--- src/rtl/tile_mipmap_box_downsampler_defines.svh ---
// ----------------------------------------------------------------------------
// Tile mipmap box downsampler - assertion macros
// Shared property macros, clocked on clk and disabled while rst_n is low.
// ----------------------------------------------------------------------------
`ifndef TILE_MIPMAP_BOX_DOWNSAMPLER_DEFINES_SVH
`define TILE_MIPMAP_BOX_DOWNSAMPLER_DEFINES_SVH

// cond implies prop in the same cycle
`define TMBD_ASSERT_SAME(name, cond, prop, msg) \
    name: assert property (@(posedge clk) disable iff (!rst_n) (cond) |-> (prop)) \
        else $error(msg);

// cond implies prop in the next cycle
`define TMBD_ASSERT_NEXT(name, cond, prop, msg) \
    name: assert property (@(posedge clk) disable iff (!rst_n) (cond) |=> (prop)) \
        else $error(msg);

`endif

--- src/rtl/tmbd_pkg.sv ---
// ----------------------------------------------------------------------------
// Tile mipmap box downsampler - package
// Word types, defaults and the two-pixel blend shared by the block.
// ----------------------------------------------------------------------------
package tmbd_pkg;

    localparam int TILE_SIZE_DEF   = 16;
    localparam int LEVEL_COUNT_DEF = 4;

    localparam logic [23:0] BLEND_MASK = 24'hFEFEFE;
    localparam logic [7:0]  BYTE_MASK  = 8'hFF;

    typedef struct packed {
        logic [31:0] pixel;
        logic [7:0]  sprite_index;
        logic        tile_start;
    } in_word_t;

    typedef struct packed {
        logic [2:0]  level;
        logic [6:0]  atlas_x;
        logic [6:0]  atlas_y;
        logic [31:0] color;
        logic        last_of_run;
    } out_word_t;

    // pixel handed from the input buffer to the reduction engine
    typedef struct packed {
        logic [31:0] color;
        logic [7:0]  sprite;
    } job_t;

    // alpha: plain mean; colour bytes: mean with the low bit of each byte dropped
    function automatic logic [31:0] mix2(input logic [31:0] a, input logic [31:0] b);
        logic [8:0]  alpha_sum;
        logic [24:0] low_sum;
        begin
            alpha_sum = {1'b0, a[31:24] & BYTE_MASK} + {1'b0, b[31:24] & BYTE_MASK};
            low_sum   = {1'b0, a[23:0] & BLEND_MASK} + {1'b0, b[23:0] & BLEND_MASK};
            mix2      = {alpha_sum[8:1], low_sum[24:1]};
        end
    endfunction

endpackage

--- src/rtl/tmbd_feed.sv ---
// ----------------------------------------------------------------------------
// Tile mipmap box downsampler - input buffer
// Holds one accepted word, tracks the raster position and the tile sprite.
// ----------------------------------------------------------------------------
module tmbd_feed #(
    parameter int TILE_SIZE = tmbd_pkg::TILE_SIZE_DEF,
    localparam int CW = $clog2(TILE_SIZE)
) (
    input  logic               clk,
    input  logic               rst_n,
    input  logic               in_valid,
    output logic               in_ready,
    input  tmbd_pkg::in_word_t in_word,
    output logic               job_valid,
    output tmbd_pkg::job_t     job,
    output logic [CW-1:0]      job_x,
    output logic [CW-1:0]      job_y,
    input  logic               job_take
);

    logic               buf_valid_reg;
    logic               buf_valid_next;
    tmbd_pkg::job_t     buf_job_reg;
    logic [CW-1:0]      buf_x_reg;
    logic [CW-1:0]      buf_y_reg;
    logic [CW-1:0]      pos_x_reg;
    logic [CW-1:0]      pos_x_next;
    logic [CW-1:0]      pos_y_reg;
    logic [CW-1:0]      pos_y_next;
    logic [7:0]         sprite_reg;
    logic [7:0]         sprite_next;
    logic [CW-1:0]      cur_x;
    logic [CW-1:0]      cur_y;
    logic               accept;

    assign in_ready = !buf_valid_reg || job_take;
    assign accept   = in_valid && in_ready;

    assign cur_x = in_word.tile_start ? '0 : pos_x_reg;
    assign cur_y = in_word.tile_start ? '0 : pos_y_reg;

    always_comb
    begin
        pos_x_next     = pos_x_reg;
        pos_y_next     = pos_y_reg;
        sprite_next    = sprite_reg;
        buf_valid_next = buf_valid_reg;
        if (job_take)
        begin
            buf_valid_next = 1'b0;
        end
        if (accept)
        begin
            buf_valid_next = 1'b1;
            // wrap at the end of the row and at the end of the tile
            if (cur_x == CW'(TILE_SIZE - 1))
            begin
                pos_x_next = '0;
                pos_y_next = (cur_y == CW'(TILE_SIZE - 1)) ? '0 : cur_y + 1'b1;
            end
            else
            begin
                pos_x_next = cur_x + 1'b1;
                pos_y_next = cur_y;
            end
            if (cur_x == '0 && cur_y == '0)
            begin
                sprite_next = in_word.sprite_index;
            end
        end
    end

    always_ff @(posedge clk or negedge rst_n)
    begin
        if (!rst_n)
        begin
            buf_valid_reg <= 1'b0;
            pos_x_reg     <= '0;
            pos_y_reg     <= '0;
            sprite_reg    <= '0;
        end
        else
        begin
            buf_valid_reg <= buf_valid_next;
            pos_x_reg     <= pos_x_next;
            pos_y_reg     <= pos_y_next;
            sprite_reg    <= sprite_next;
        end
    end

    always_ff @(posedge clk)
    begin
        if (accept)
        begin
            buf_job_reg.color  <= in_word.pixel;
            buf_job_reg.sprite <= sprite_next;
            buf_x_reg          <= cur_x;
            buf_y_reg          <= cur_y;
        end
    end

    assign job_valid = buf_valid_reg;
    assign job       = buf_job_reg;
    assign job_x     = buf_x_reg;
    assign job_y     = buf_y_reg;

endmodule

--- config.mk ---
export PLATFORM = sky130hd
export DESIGN_NAME = tmbd_feed
export DESIGN_NICKNAME = d
export VERILOG_FILES = /design/src/rtl/tile_mipmap_box_downsampler_defines.svh /design/src/rtl/tmbd_pkg.sv /design/src/rtl/tmbd_feed.sv
export SDC_FILE = /design/constraint.sdc
export NUM_CORES = 1
export LEC_CHECK = 0
export ABC_CLOCK_PERIOD_IN_PS = 3400
export BUFFER_PORTS_ARGS = -buffer_cell sky130_fd_sc_hd__buf_2
export CAP_MARGIN = 10
export CORE_MARGIN = 2
export CORE_UTILIZATION = 40
export DETAILED_ROUTE_END_ITERATION = 10
export PLACE_DENSITY = 0.77
export SYNTH_ARGS = -nofsm -noshare
export SYNTH_HDL_FRONTEND = slang
export SYNTH_SLANG_ARGS = --single-unit
--- constraint.sdc ---
create_clock -name clk -period 3.4 [get_ports clk]
set_input_delay 0.17 -clock clk [delete_from_list [all_inputs] [get_ports clk]]
set_output_delay 0.17 -clock clk [all_outputs]
set_load 0.01 [all_outputs]
==> summary.txt, run 1 <==
Cells after Synth = 128
Largest net degree at the start of global routing = 56
Asr flop ratio synth = 26.2%
Std cell rows = 27
CP top delay family = simple AND/OR/NAND/NOR gates
Number of flops mapped to enable cells by yosys = 48
CP Capture Type = flop
Max-slew violations = 0
Setup TNS = 0 ns
Postcts setup bufs = 0
Flops & latches, synth = 65
Antenna-violating nets left = 0
Adder-Cell Fraction of Synth Area = 1.09%
Status = finished clean
Worst path bufs/invs = 1
Simple-Gate Fraction of Synth Area = 8.49%
Final WL = 4790 um
Post-synth top area cell = edfxtp_1
Largest cells by area after synthesis = edfxtp_1 63%, dfrtp_1 19%, mux2_2 3.9%
Diode count = 0
Xor/xnor share of the synthesized area = 0%
Clock transition at path regs = 0.07 ns
Post-synthesis mux area share = 3.92%
Num ports = 95
TritonCTS buffer count = 9
Finish-stage setup viols = 0
Vias = 1526
CP arrival = 2.13 ns
Worst Path Required = 3.48 ns
Final core occ = 58.2%
Max Buffers Root-to-Sink = 2
Synth Area in Compound Gates = 3.76%
Skew final = 0.00563 ns
Part of the Yosys area used for sequential elements = 81.2%
Slowest CP cell = nor4_4
Die area = 6370 sq um
Synthesized Nets = 175
Detailed placement HPWL = 3120 um
Ys flop type = edfxtp_1
Met2 WL post-DR = 2340 um
Clk root buf = clkbuf_8
Clock Latency Late Sink = 0.33 ns
Worst-path maximum fanout = 8
VDD IR max = 0.000283 V
Combinational family with the most area after synthesis = simple AND/OR/NAND/NOR gates
Die width = 79.8 um
Slew @ Worst Pin = 1.04 ns
Number of global-route vias before repair = 1424
Yosys cell types = 33
H-tree Lvls = 3
GR Util All Layers = 15.2%
Final worst path period share = 60.5%
Number of synthesis warnings = 0
Max cap viols = 0
Mapped cell area = 2300 sq um
Unrepaired setup endpoints after global routing = false
Hold WC Path Type = in -> reg
Max incr delay on CP = 0.51 ns
Multi-input gate area = 397 sq um
Min Tclk post-route = 2.06 ns
CTS sink count = 65
FF+latch area = 1870 sq um
Initial antenna violation count = 0
Vias/cell = 4.67
Critical path class = reg -> reg
Critical Path Source Type = flop
Final Hold Violating Endpoints = 0
Relative slew margins = 30.7%
Highest Signal Layer = met4
GRT overflow = 0
Avg Cell Area, Syn = 18.0 sq um
Drt drc = 0
FMAX = 486 MHz
Starting Density = 41.5%
Pwr/cell area = 600 nW/um^2
Crit-path cells = nor2b_2 -> inv_1 -> ha_1 -> nand2_1 -> nor4_4 -> mux2_2
Largest register FFs = 40
Die Height = 79.8 um
Top cell type's share of synthesized area = 62.7%
Starting DRT DRC Count = 62
Global-route wire length before repair = 6910 um
Area growth, synth to finish = 40.2%
Leakage = 1.38 nW
Drt pass-1 iters = 4
Port Buffers = 94
Final RePlAce weighted congestion = 0.791
CTS tree = built
WL per Instance = 14.6 um
Core Region = 5540 sq um
Final hold slack = 0.0176 ns
Share of cells above drive strength 1 = 48.2%
Routed wl met3 = 442 um
Final nets = 297
Met1 WL = 1920 um
Fill cell count = 403
[metal layers]
| metal | global-route usage (%) | vias up |
|---|---|---|
| met1 | 17.0 | 714 |
| met5 | 0 | - |
| met3 | 5.88 | 9 |
| met2 | 25.2 | 79 |
| li1 | - | 724 |
| met4 | 8.14 | 0 |
[synth_stat cells (all sizes together), types with 2 or more instances]
master,count
nor3,2
nand2b,3
inv,4
nor2,3
nor2b,6
ha,2
and2,2
edfxtp,48
a31oi,2
mux2,8
o21ai,2
buf,2
nand3,3
dfrtp,17
nand2,9
[worst reg2reg max path, stage by stage (launching register included)]
cell and delay (ns):
dfrtp_1 0.40, nor2b_2 0.19, inv_1 0.06, ha_1 0.14, nand2_1 0.08, nor4_4 0.51
mux2_2 0.42
[path summary, 6_finish.rpt]
path                               start  slack (ns)  depth (start not counted)       endpoint
max                         pos_x_reg[0]        1.34                          6         job[3]
min                          in_word[27]        0.02                          1        job[26]
max reg2reg                 pos_x_reg[0]        1.34                          6         job[3]
min reg2reg                sprite_reg[7]        0.49                          1  sprite_reg[7]
max in group asynchronous          rst_n        2.81                          2   pos_y_reg[1]
min in group asynchronous          rst_n        0.30                          2   pos_x_reg[3]
[timing repair]
item / 4_1_cts / 5_1_grt
gates resized for setup: 0 / 0
hold buffers: 17 / 3
hold endpoints to repair: 33 / 3
[cell usage in the layout (no fill, tap or decap), types with 2 or more instances in the layout]
cell	netlist	final
a31oi_1	2	2
and2_1	2	2
buf_2	1	94
clkbuf_8	0	10
clkinv_2	0	2
clkinvlp_4	0	2
dfrtp_1	17	17
dlygate4sd3_1	0	20
edfxtp_1	48	48
ha_1	2	2
inv_1	4	4
mux2_2	8	8
nand2_1	8	8
nand2b_1	3	3
nand3_1	3	3
nor2_1	3	3
nor2b_1	5	5
nor3_1	2	2
o21ai_0	2	2
[power by group]
part           switching [mW]  leakage (nW)  total [mW]  internal [mW]
logic                   0.153         0.625       0.303          0.150
registers              0.0543         0.666        1.06           1.00
clock network           0.288        0.0887       0.573          0.285
total                   0.496          1.38        1.93           1.44
[per-stage QoR]
| stage | total power [mW] | area [sq um] | std cells | setup WS, ns |
|---|---|---|---|---|
| after floorplan | 1.24 | 2300 | 128 | 0.749 |
| after global routing | 2.04 | 3220 | 327 | 1.17 |
| after global placement | 1.35 | 2840 | 291 | 1.35 |
| after CTS | 1.95 | 3190 | 324 | 1.32 |
| final | 1.93 | 3220 | 327 | 1.34 |
| after detailed placement | 1.36 | 2840 | 291 | 1.33 |
[area by class of cell]
| type | count | area share [%] |
|---|---|---|
| clock inverter | 6 | 1.32 |
| timing repair buffer | 114 | 20.8 |
| inverter | 5 | 0.582 |
| sequential | 65 | 57.9 |
| clock buffer | 10 | 4.27 |
| multi-input combinational | 55 | 12.3 |
| tap | 72 | 2.80 |
[kinds of logic after synthesis]
kind of cell	count (synthesis)
flops	65
buf+inv	8
simple gates	33
mux	8
compound gates	12
fa+ha+maj	2
Note: power is estimated with default switching activity, not from simulation.
==> inputs of run 2 (changes only) <==
--- a/config.mk
+++ b/config.mk
@@ -5,13 +5,13 @@
 export SDC_FILE = /design/constraint.sdc
 export NUM_CORES = 1
 export LEC_CHECK = 0
-export ABC_CLOCK_PERIOD_IN_PS = 3400
+export ABC_CLOCK_PERIOD_IN_PS = 1800
 export BUFFER_PORTS_ARGS = -buffer_cell sky130_fd_sc_hd__buf_2
 export CAP_MARGIN = 10
 export CORE_MARGIN = 2
 export CORE_UTILIZATION = 40
 export DETAILED_ROUTE_END_ITERATION = 10
-export PLACE_DENSITY = 0.77
+export PLACE_DENSITY = 0.8
 export SYNTH_ARGS = -nofsm -noshare
 export SYNTH_HDL_FRONTEND = slang
 export SYNTH_SLANG_ARGS = --single-unit
==> constraint.sdc (replaced) <==
create_clock -name clk -period 1.8 [get_ports clk]
set_input_delay 0.09 -clock clk [delete_from_list [all_inputs] [get_ports clk]]
set_output_delay 0.09 -clock clk [all_outputs]
set_load 0.01 [all_outputs]
==> run 2 against run 1 <==
The flow now finishes with violations (negative setup slack). Count of clock-buffer cells in the layout is the same. Fmax up 14%. Utilization up 6.9 points. Largest power group unchanged.
==> summary.txt, run 2 (synthesized netlist as in run 1, its figures left out) <==
Min Tclk post-route = 1.81 ns (-0.248 ns)
Sw frac = 24.3% (-1.3 points)
Reg power frac = 49.7% (-5.0 points)
Post-Place Cell Area = 2980 sq um (+4.8%)
CP top delay family = simple AND/OR/NAND/NOR gates
Final worst slack = -0.00792 ns (-1.35 ns)
Total design power = 3.98 mW (+110%)
Drt drc = 0 (unchanged)
Port Buffers = 94 (unchanged)
Final Hold Violating Endpoints = 0 (unchanged)
Largest register FFs = 40 (unchanged)
CTS tree = built
Finish-stage setup viols = 6 (+6)
Status = complete, but fails checks
Area growth, synth to finish = 56.9%
VDD IR max = 0.000483 V (+71%)
Dpl cells = 304 (+4.5%)
GRT overflow = 0 (unchanged)
Most common cell after layout, fill and taps aside = buf_2
Num ports = 95 (unchanged)
Core Region = 5540 sq um (unchanged)
Detailed placement HPWL = 3290 um (+5.6%)
Comb pwr share = 21.7% (+6.0 points)
Setup TNS = -0.0226 ns (-0.0226 ns)
Clock transition at path regs = 0.07 ns (about the same)
Final RePlAce weighted congestion = 0.800 (+1.2%)
Clk pwr share = 28.5% (-1.1 points)
Fill cell count = 375 (-6.9%)
Crit-path cells = nand2b_1 -> ha_4 -> nand2_4 -> nor4_4 -> buf_6 -> mux2_4
Final core occ = 65.1% (+6.9 points)
Share of cells above drive strength 1 = 49.5% (+1.2 points)
Pint = 3.01 mW (+110%)
Number of global-route vias before repair = 1658 (+16%)
Critical path class = reg -> reg
Die area = 6370 sq um (unchanged)
Worst Path Required = 1.88 ns (-1.60 ns)
Std cell rows = 27 (unchanged)
FMAX = 553 MHz (+14%)
Leakage = 1.57 nW (+14%)
Slowest CP cell = dfrtp_1
Vias = 1656 (+8.5%)
Hold WC Path Type = in -> reg
Final worst path period share = 100% (+40 points)
Final nets = 327 (+10%)
Die Height = 79.8 um (unchanged)
Slew @ Worst Pin = 0.424 ns (-0.614 ns)
WL per Instance = 15.3 um (+4.3%)
Worst slack, placed = -0.0141 ns (-1.34 ns)
Max cap viols = 0 (unchanged)
Clock Latency Late Sink = 0.33 ns (about the same)
Worst-path maximum fanout = 8 (unchanged)
Starting DRT DRC Count = 65 (+4.8%)
Final WL = 5450 um (+14%)
Most frequent cells in the layout = 94 x buf_2, 48 x edfxtp_1, 36 x dlygate4sd3_1
Die width = 79.8 um (unchanged)
Largest net degree at the start of global routing = 22 (-61%)
Antenna-violating nets left = 0 (unchanged)
Failing checks = negative setup slack
Critical Path Source Type = flop
CTS sink count = 65 (unchanged)
Vias/cell = 4.64 (-0.60%)
Pwr/cell area = 1100 nW/um^2 (+84%)
Final hold slack = 0.0114 ns (-0.00621 ns)
Max Buffers Root-to-Sink = 2 (unchanged)
Clk root buf = clkbuf_8
Global-route wire length before repair = 8150 um (+18%)
TritonCTS buffer count = 9 (unchanged)
Max incr delay on CP = 0.39 ns (-0.12 ns)
Initial antenna violation count = 0 (unchanged)
Starting Density = 41.5% (unchanged)
CP Capture Type = flop
CP arrival = 1.88 ns (-0.25 ns)
Worst path bufs/invs = 1 (unchanged)
Unrepaired setup endpoints after global routing = true
Drt pass-1 iters = 4 (unchanged)
Diode count = 0 (unchanged)
Skew final = 0.00688 ns (+0.00125 ns)
Max-slew violations = 0 (unchanged)
GR Util All Layers = 17.6% (+2.4 points)
Final Instance Count excl. Fillers = 357 (+9.2%)
Relative slew margins = 71.7% (+41 points)
Final instance area = 3610 sq um (+12%)
H-tree Lvls = 3 (unchanged)
Net switching power = 0.967 mW (+95%)
run 2: changes by cell type in the layout (fill, tap and decap cells not counted), sizes merged:
| cell | previous run | this run |
|---|---|---|
| buf | 94 | 108 |
| bufinv | 0 | 1 |
| dlygate4sd3 | 20 | 36 |
| inv | 6 | 5 |
run 2: power by group through the flow:
stage               Sequential, mW  Clock (mW)  Combinational, mW
floorplan                     2.06           0              0.296
global placement              1.99           0              0.655
detailed placement            2.00           0              0.685
CTS                           1.97        1.17              0.750
global route                  2.00        1.23              0.950
finish                        1.98        1.13              0.864
run 2: layer usage:
layer / wire length [um] / up-vias / global-route usage, %
li1: - / 784 / -
met1: 2230 / 787 / 20.8
met2: 2640 / 79 / 28.9
met3: 498 / 6 / 4.86
met4: 77 / 0 / 10.0
met5: 0 / - / 0
run 2: layout make-up:
type	instances	area (sq um)	share of cell area, %
tap	72	90.1	2.50
sequential	65	1870	51.8
clock inverter	6	58.8	1.63
inverter	5	26.3	0.729
multi-input combinational	55	472	13.1
clock buffer	10	128	3.54
timing repair buffer	144	965	26.8
run 2: timing repair:
item                                    CTS  global route
hold buffers                             36             0
endpoints found under the hold margin    52             0
endpoints found under the setup margin    7             9
resized for setup                         1            18
pin swaps                                 0             4
buffers inserted                          0             1
run 2: final timing paths:
check,slack [ns],start,end,cells past startpoint
min,0.01,in_word[4],sprite_reg[3],2
min in group asynchronous,0.23,rst_n,pos_y_reg[3],2
max reg2reg,-0.008,pos_y_reg[1],job[6],6
max,-0.008,pos_y_reg[1],job[6],6
min reg2reg,0.50,sprite_reg[7],sprite_reg[7],1
max in group asynchronous,1.27,rst_n,sprite_reg[0],2
run 2: worst register-to-register path, stage by stage (launching register included):
cell	delay, ns
dfrtp_1	0.39
nand2b_1	0.16
ha_4	0.17
nand2_4	0.05
nor4_4	0.27
buf_6	0.19
mux2_4	0.32
==> inputs of run 3 (changes only) <==
--- a/config.mk
+++ b/config.mk
@@ -8,10 +8,12 @@
 export ABC_CLOCK_PERIOD_IN_PS = 1800
 export BUFFER_PORTS_ARGS = -buffer_cell sky130_fd_sc_hd__buf_2
 export CAP_MARGIN = 10
-export CORE_MARGIN = 2
-export CORE_UTILIZATION = 40
+export CELL_PAD_IN_SITES_DETAIL_PLACEMENT = 1
+export CELL_PAD_IN_SITES_GLOBAL_PLACEMENT = 1
+export CORE_UTILIZATION = 34
 export DETAILED_ROUTE_END_ITERATION = 10
-export PLACE_DENSITY = 0.8
+export PLACE_DENSITY = 0.83
+export SETUP_SLACK_MARGIN = 0.1
 export SYNTH_ARGS = -nofsm -noshare
 export SYNTH_HDL_FRONTEND = slang
 export SYNTH_SLANG_ARGS = --single-unit
==> run 3 against run 2 <==
The run ends with design-rule violations left. Count of clock-buffer cells in the layout unchanged. Flip-flop and latch count unchanged. Fmax up 2.9%. Utilization down 7.3 points. Critical endpoint is now job[0]. Largest power group unchanged.
==> summary.txt, run 3 (synthesized netlist as in run 1, its figures left out) <==
CP arrival = 1.85 ns (-0.03 ns)
Final nets = 337 (+3.1%)
Unrepaired setup endpoints after global routing = true
Worst path bufs/invs = 1 (unchanged)
Antenna-violating nets left = 0 (unchanged)
Die width = 84.2 um (+5.5%)
Status = complete, but fails checks
Initial antenna violation count = 0 (unchanged)
Min Tclk post-route = 1.76 ns (-0.0506 ns)
Dpl cells = 310 (+2.0%)
Reg-to-reg slack, setup = 0.04 ns (+0.05 ns)
Worst-path maximum fanout = 8 (unchanged)
Max Buffers Root-to-Sink = 2 (unchanged)
CP Capture Type = flop
VDD IR max = 0.000525 V (+8.6%)
Critical Path Source Type = flop
Critical path class = reg -> reg
Setup TNS = 0 ns (+0.0226 ns)
Pwr/cell area = 1100 nW/um^2 (about the same)
Final WL = 6220 um (+14%)
CTS tree = built
Pint = 3.03 mW (+0.68%)
FMAX = 569 MHz (+2.9%)
Port Buffers = 94 (unchanged)
Relative slew margins = 71.6% (-0.094 points)
Largest register FFs = 40 (unchanged)
Comb pwr share = 22.2% (+0.5 points)
Clk pwr share = 29.1% (+0.6 points)
Area growth, synth to finish = 61.4%
CTS sink count = 65 (unchanged)
Number of global-route vias before repair = 1929 (+16%)
Detailed placement HPWL = 3830 um (+16%)
Leakage = 1.61 nW (+2.7%)
Failing checks = design-rule violations
Worst slack, placed = -0.0370 ns (-0.0228 ns)
Die area = 7090 sq um (+11%)
Total design power = 4.09 mW (+2.8%)
Reg power frac = 48.7% (-1.0 points)
Drt pass-1 iters = 7 (+3)
Largest net degree at the start of global routing = 25 (+14%)
Hold WC Path Type = in -> reg
Slowest CP cell = dfrtp_2
Final worst slack = 0.0427 ns (+0.0506 ns)
GR Util All Layers = 18.6% (+0.98 points)
Vias = 1705 (+3.0%)
Std cell rows = 29 (+7.4%)
Starting DRT DRC Count = 100 (+54%)
Most frequent cells in the layout = 94 x buf_2, 48 x edfxtp_1, 42 x dlygate4sd3_1
Starting Density = 35.8% (-5.7 points)
Final Instance Count excl. Fillers = 372 (+4.2%)
Max cap viols = 0 (unchanged)
WL per Instance = 16.7 um (+9.5%)
Crit-path cells = nor3_2 -> nor2_2 -> nor4_4 -> buf_6 -> mux2_4
GRT overflow = 0 (unchanged)
Worst Path Required = 1.89 ns (about the same)
Max-slew violations = 0 (unchanged)
Vias/cell = 4.58 (-1.2%)
Num ports = 95 (unchanged)
Net switching power = 1.06 mW (+9.5%)
Sw frac = 25.9% (+1.6 points)
Slew @ Worst Pin = 0.426 ns (+0.00141 ns)
Max incr delay on CP = 0.43 ns (+0.04 ns)
Final Hold Violating Endpoints = 0 (unchanged)
Drt drc = 20 (+20)
Final worst path period share = 97.6% (-2.8 points)
Skew final = 0.00961 ns (+0.00273 ns)
Most common cell after layout, fill and taps aside = buf_2
Global-route wire length before repair = 9670 um (+19%)
Clk root buf = clkbuf_8
H-tree Lvls = 3 (unchanged)
Share of cells above drive strength 1 = 50.5% (+1.0 points)
Die Height = 84.2 um (+5.5%)
Fill cell count = 635 (+69%)
Clock Latency Late Sink = 0.34 ns (about the same)
Final RePlAce weighted congestion = 0.743 (-7.2%)
TritonCTS buffer count = 9 (unchanged)
Diode count = 0 (unchanged)
Finish-stage setup viols = 0 (-6)
Clock transition at path regs = 0.07 ns (about the same)
Core Region = 6420 sq um (+16%)
CP top delay family = simple AND/OR/NAND/NOR gates
-- run 3: cell types whose count changed in the layout (fill, tap and decap cells not counted), sizes merged --
| cell | before | now |
|---|---|---|
| dlygate4sd3 | 36 | 42 |
| buf | 108 | 112 |
| clkinv | 3 | 4 |
| inv | 5 | 4 |
-- run 3: layout make-up --
class / count / area, sq um / area share [%]
clock buffers: 10 / 128 / 3.44
clock inverters: 6 / 58.8 / 1.59
inverters: 5 / 31.3 / 0.843
multi-input cells: 55 / 485 / 13.1
flip-flops and latches: 65 / 1870 / 50.4
well taps: 77 / 96.3 / 2.60
repair buffers: 154 / 1040 / 28.1
-- run 3: path summary, 6_finish.rpt --
path	depth (start not counted)	from	end
max	5	pos_x_reg[3]	job[0]
max in group asynchronous	2	rst_n	pos_x_reg[3]
max reg2reg	5	pos_x_reg[3]	job[0]
min	3	job_take	job_valid
min in group asynchronous	2	rst_n	sprite_reg[3]
min reg2reg	1	sprite_reg[3]	sprite_reg[3]
-- run 3: power by group through the flow --
stage	logic (mW)	registers, mW	clock network (mW)
finish	0.907	1.99	1.19
global route	0.981	2.01	1.28
CTS	0.881	1.99	1.21
detailed placement	0.673	2.02	0
global placement	0.634	2.00	0
floorplan	0.296	2.06	0
-- run 3: tightest hold or removal path, stage by stage --
cell	delay [ns]
buf_2	0.07
or2b_2	0.14
nand2b_1	0.06
-- run 3: per-layer routing --
metal  GRT usage (%)  up-vias  share of wire [%]
li1                -      802                  -
met3            5.41       10                6.6
met1            19.4      829                 37
met5               0        -                  0
met2            34.2       64                 55
met4            8.93        0                1.7
-- run 3: what timing repair did --
| action | CTS | global route |
|---|---|---|
| endpoints found under the hold margin | 58 | 0 |
| hold buffers | 42 | 0 |
| pin swaps | 4 | 2 |
| resized for setup | 20 | 3 |
| buffers inserted | 3 | 1 |
| setup endpoints to repair | 40 | 16 |
-- run 3: stage by stage --
step,hold slack [ns],utilization [%],cell area (sq um)
floorplan,-0.206,-,2310
global placement,0.0481,46.4,2980
detailed placement,0.0488,46.4,2980
CTS,0.0520,57.5,3690
global route,0.0754,57.8,3710
finish,0.0669,57.8,3710
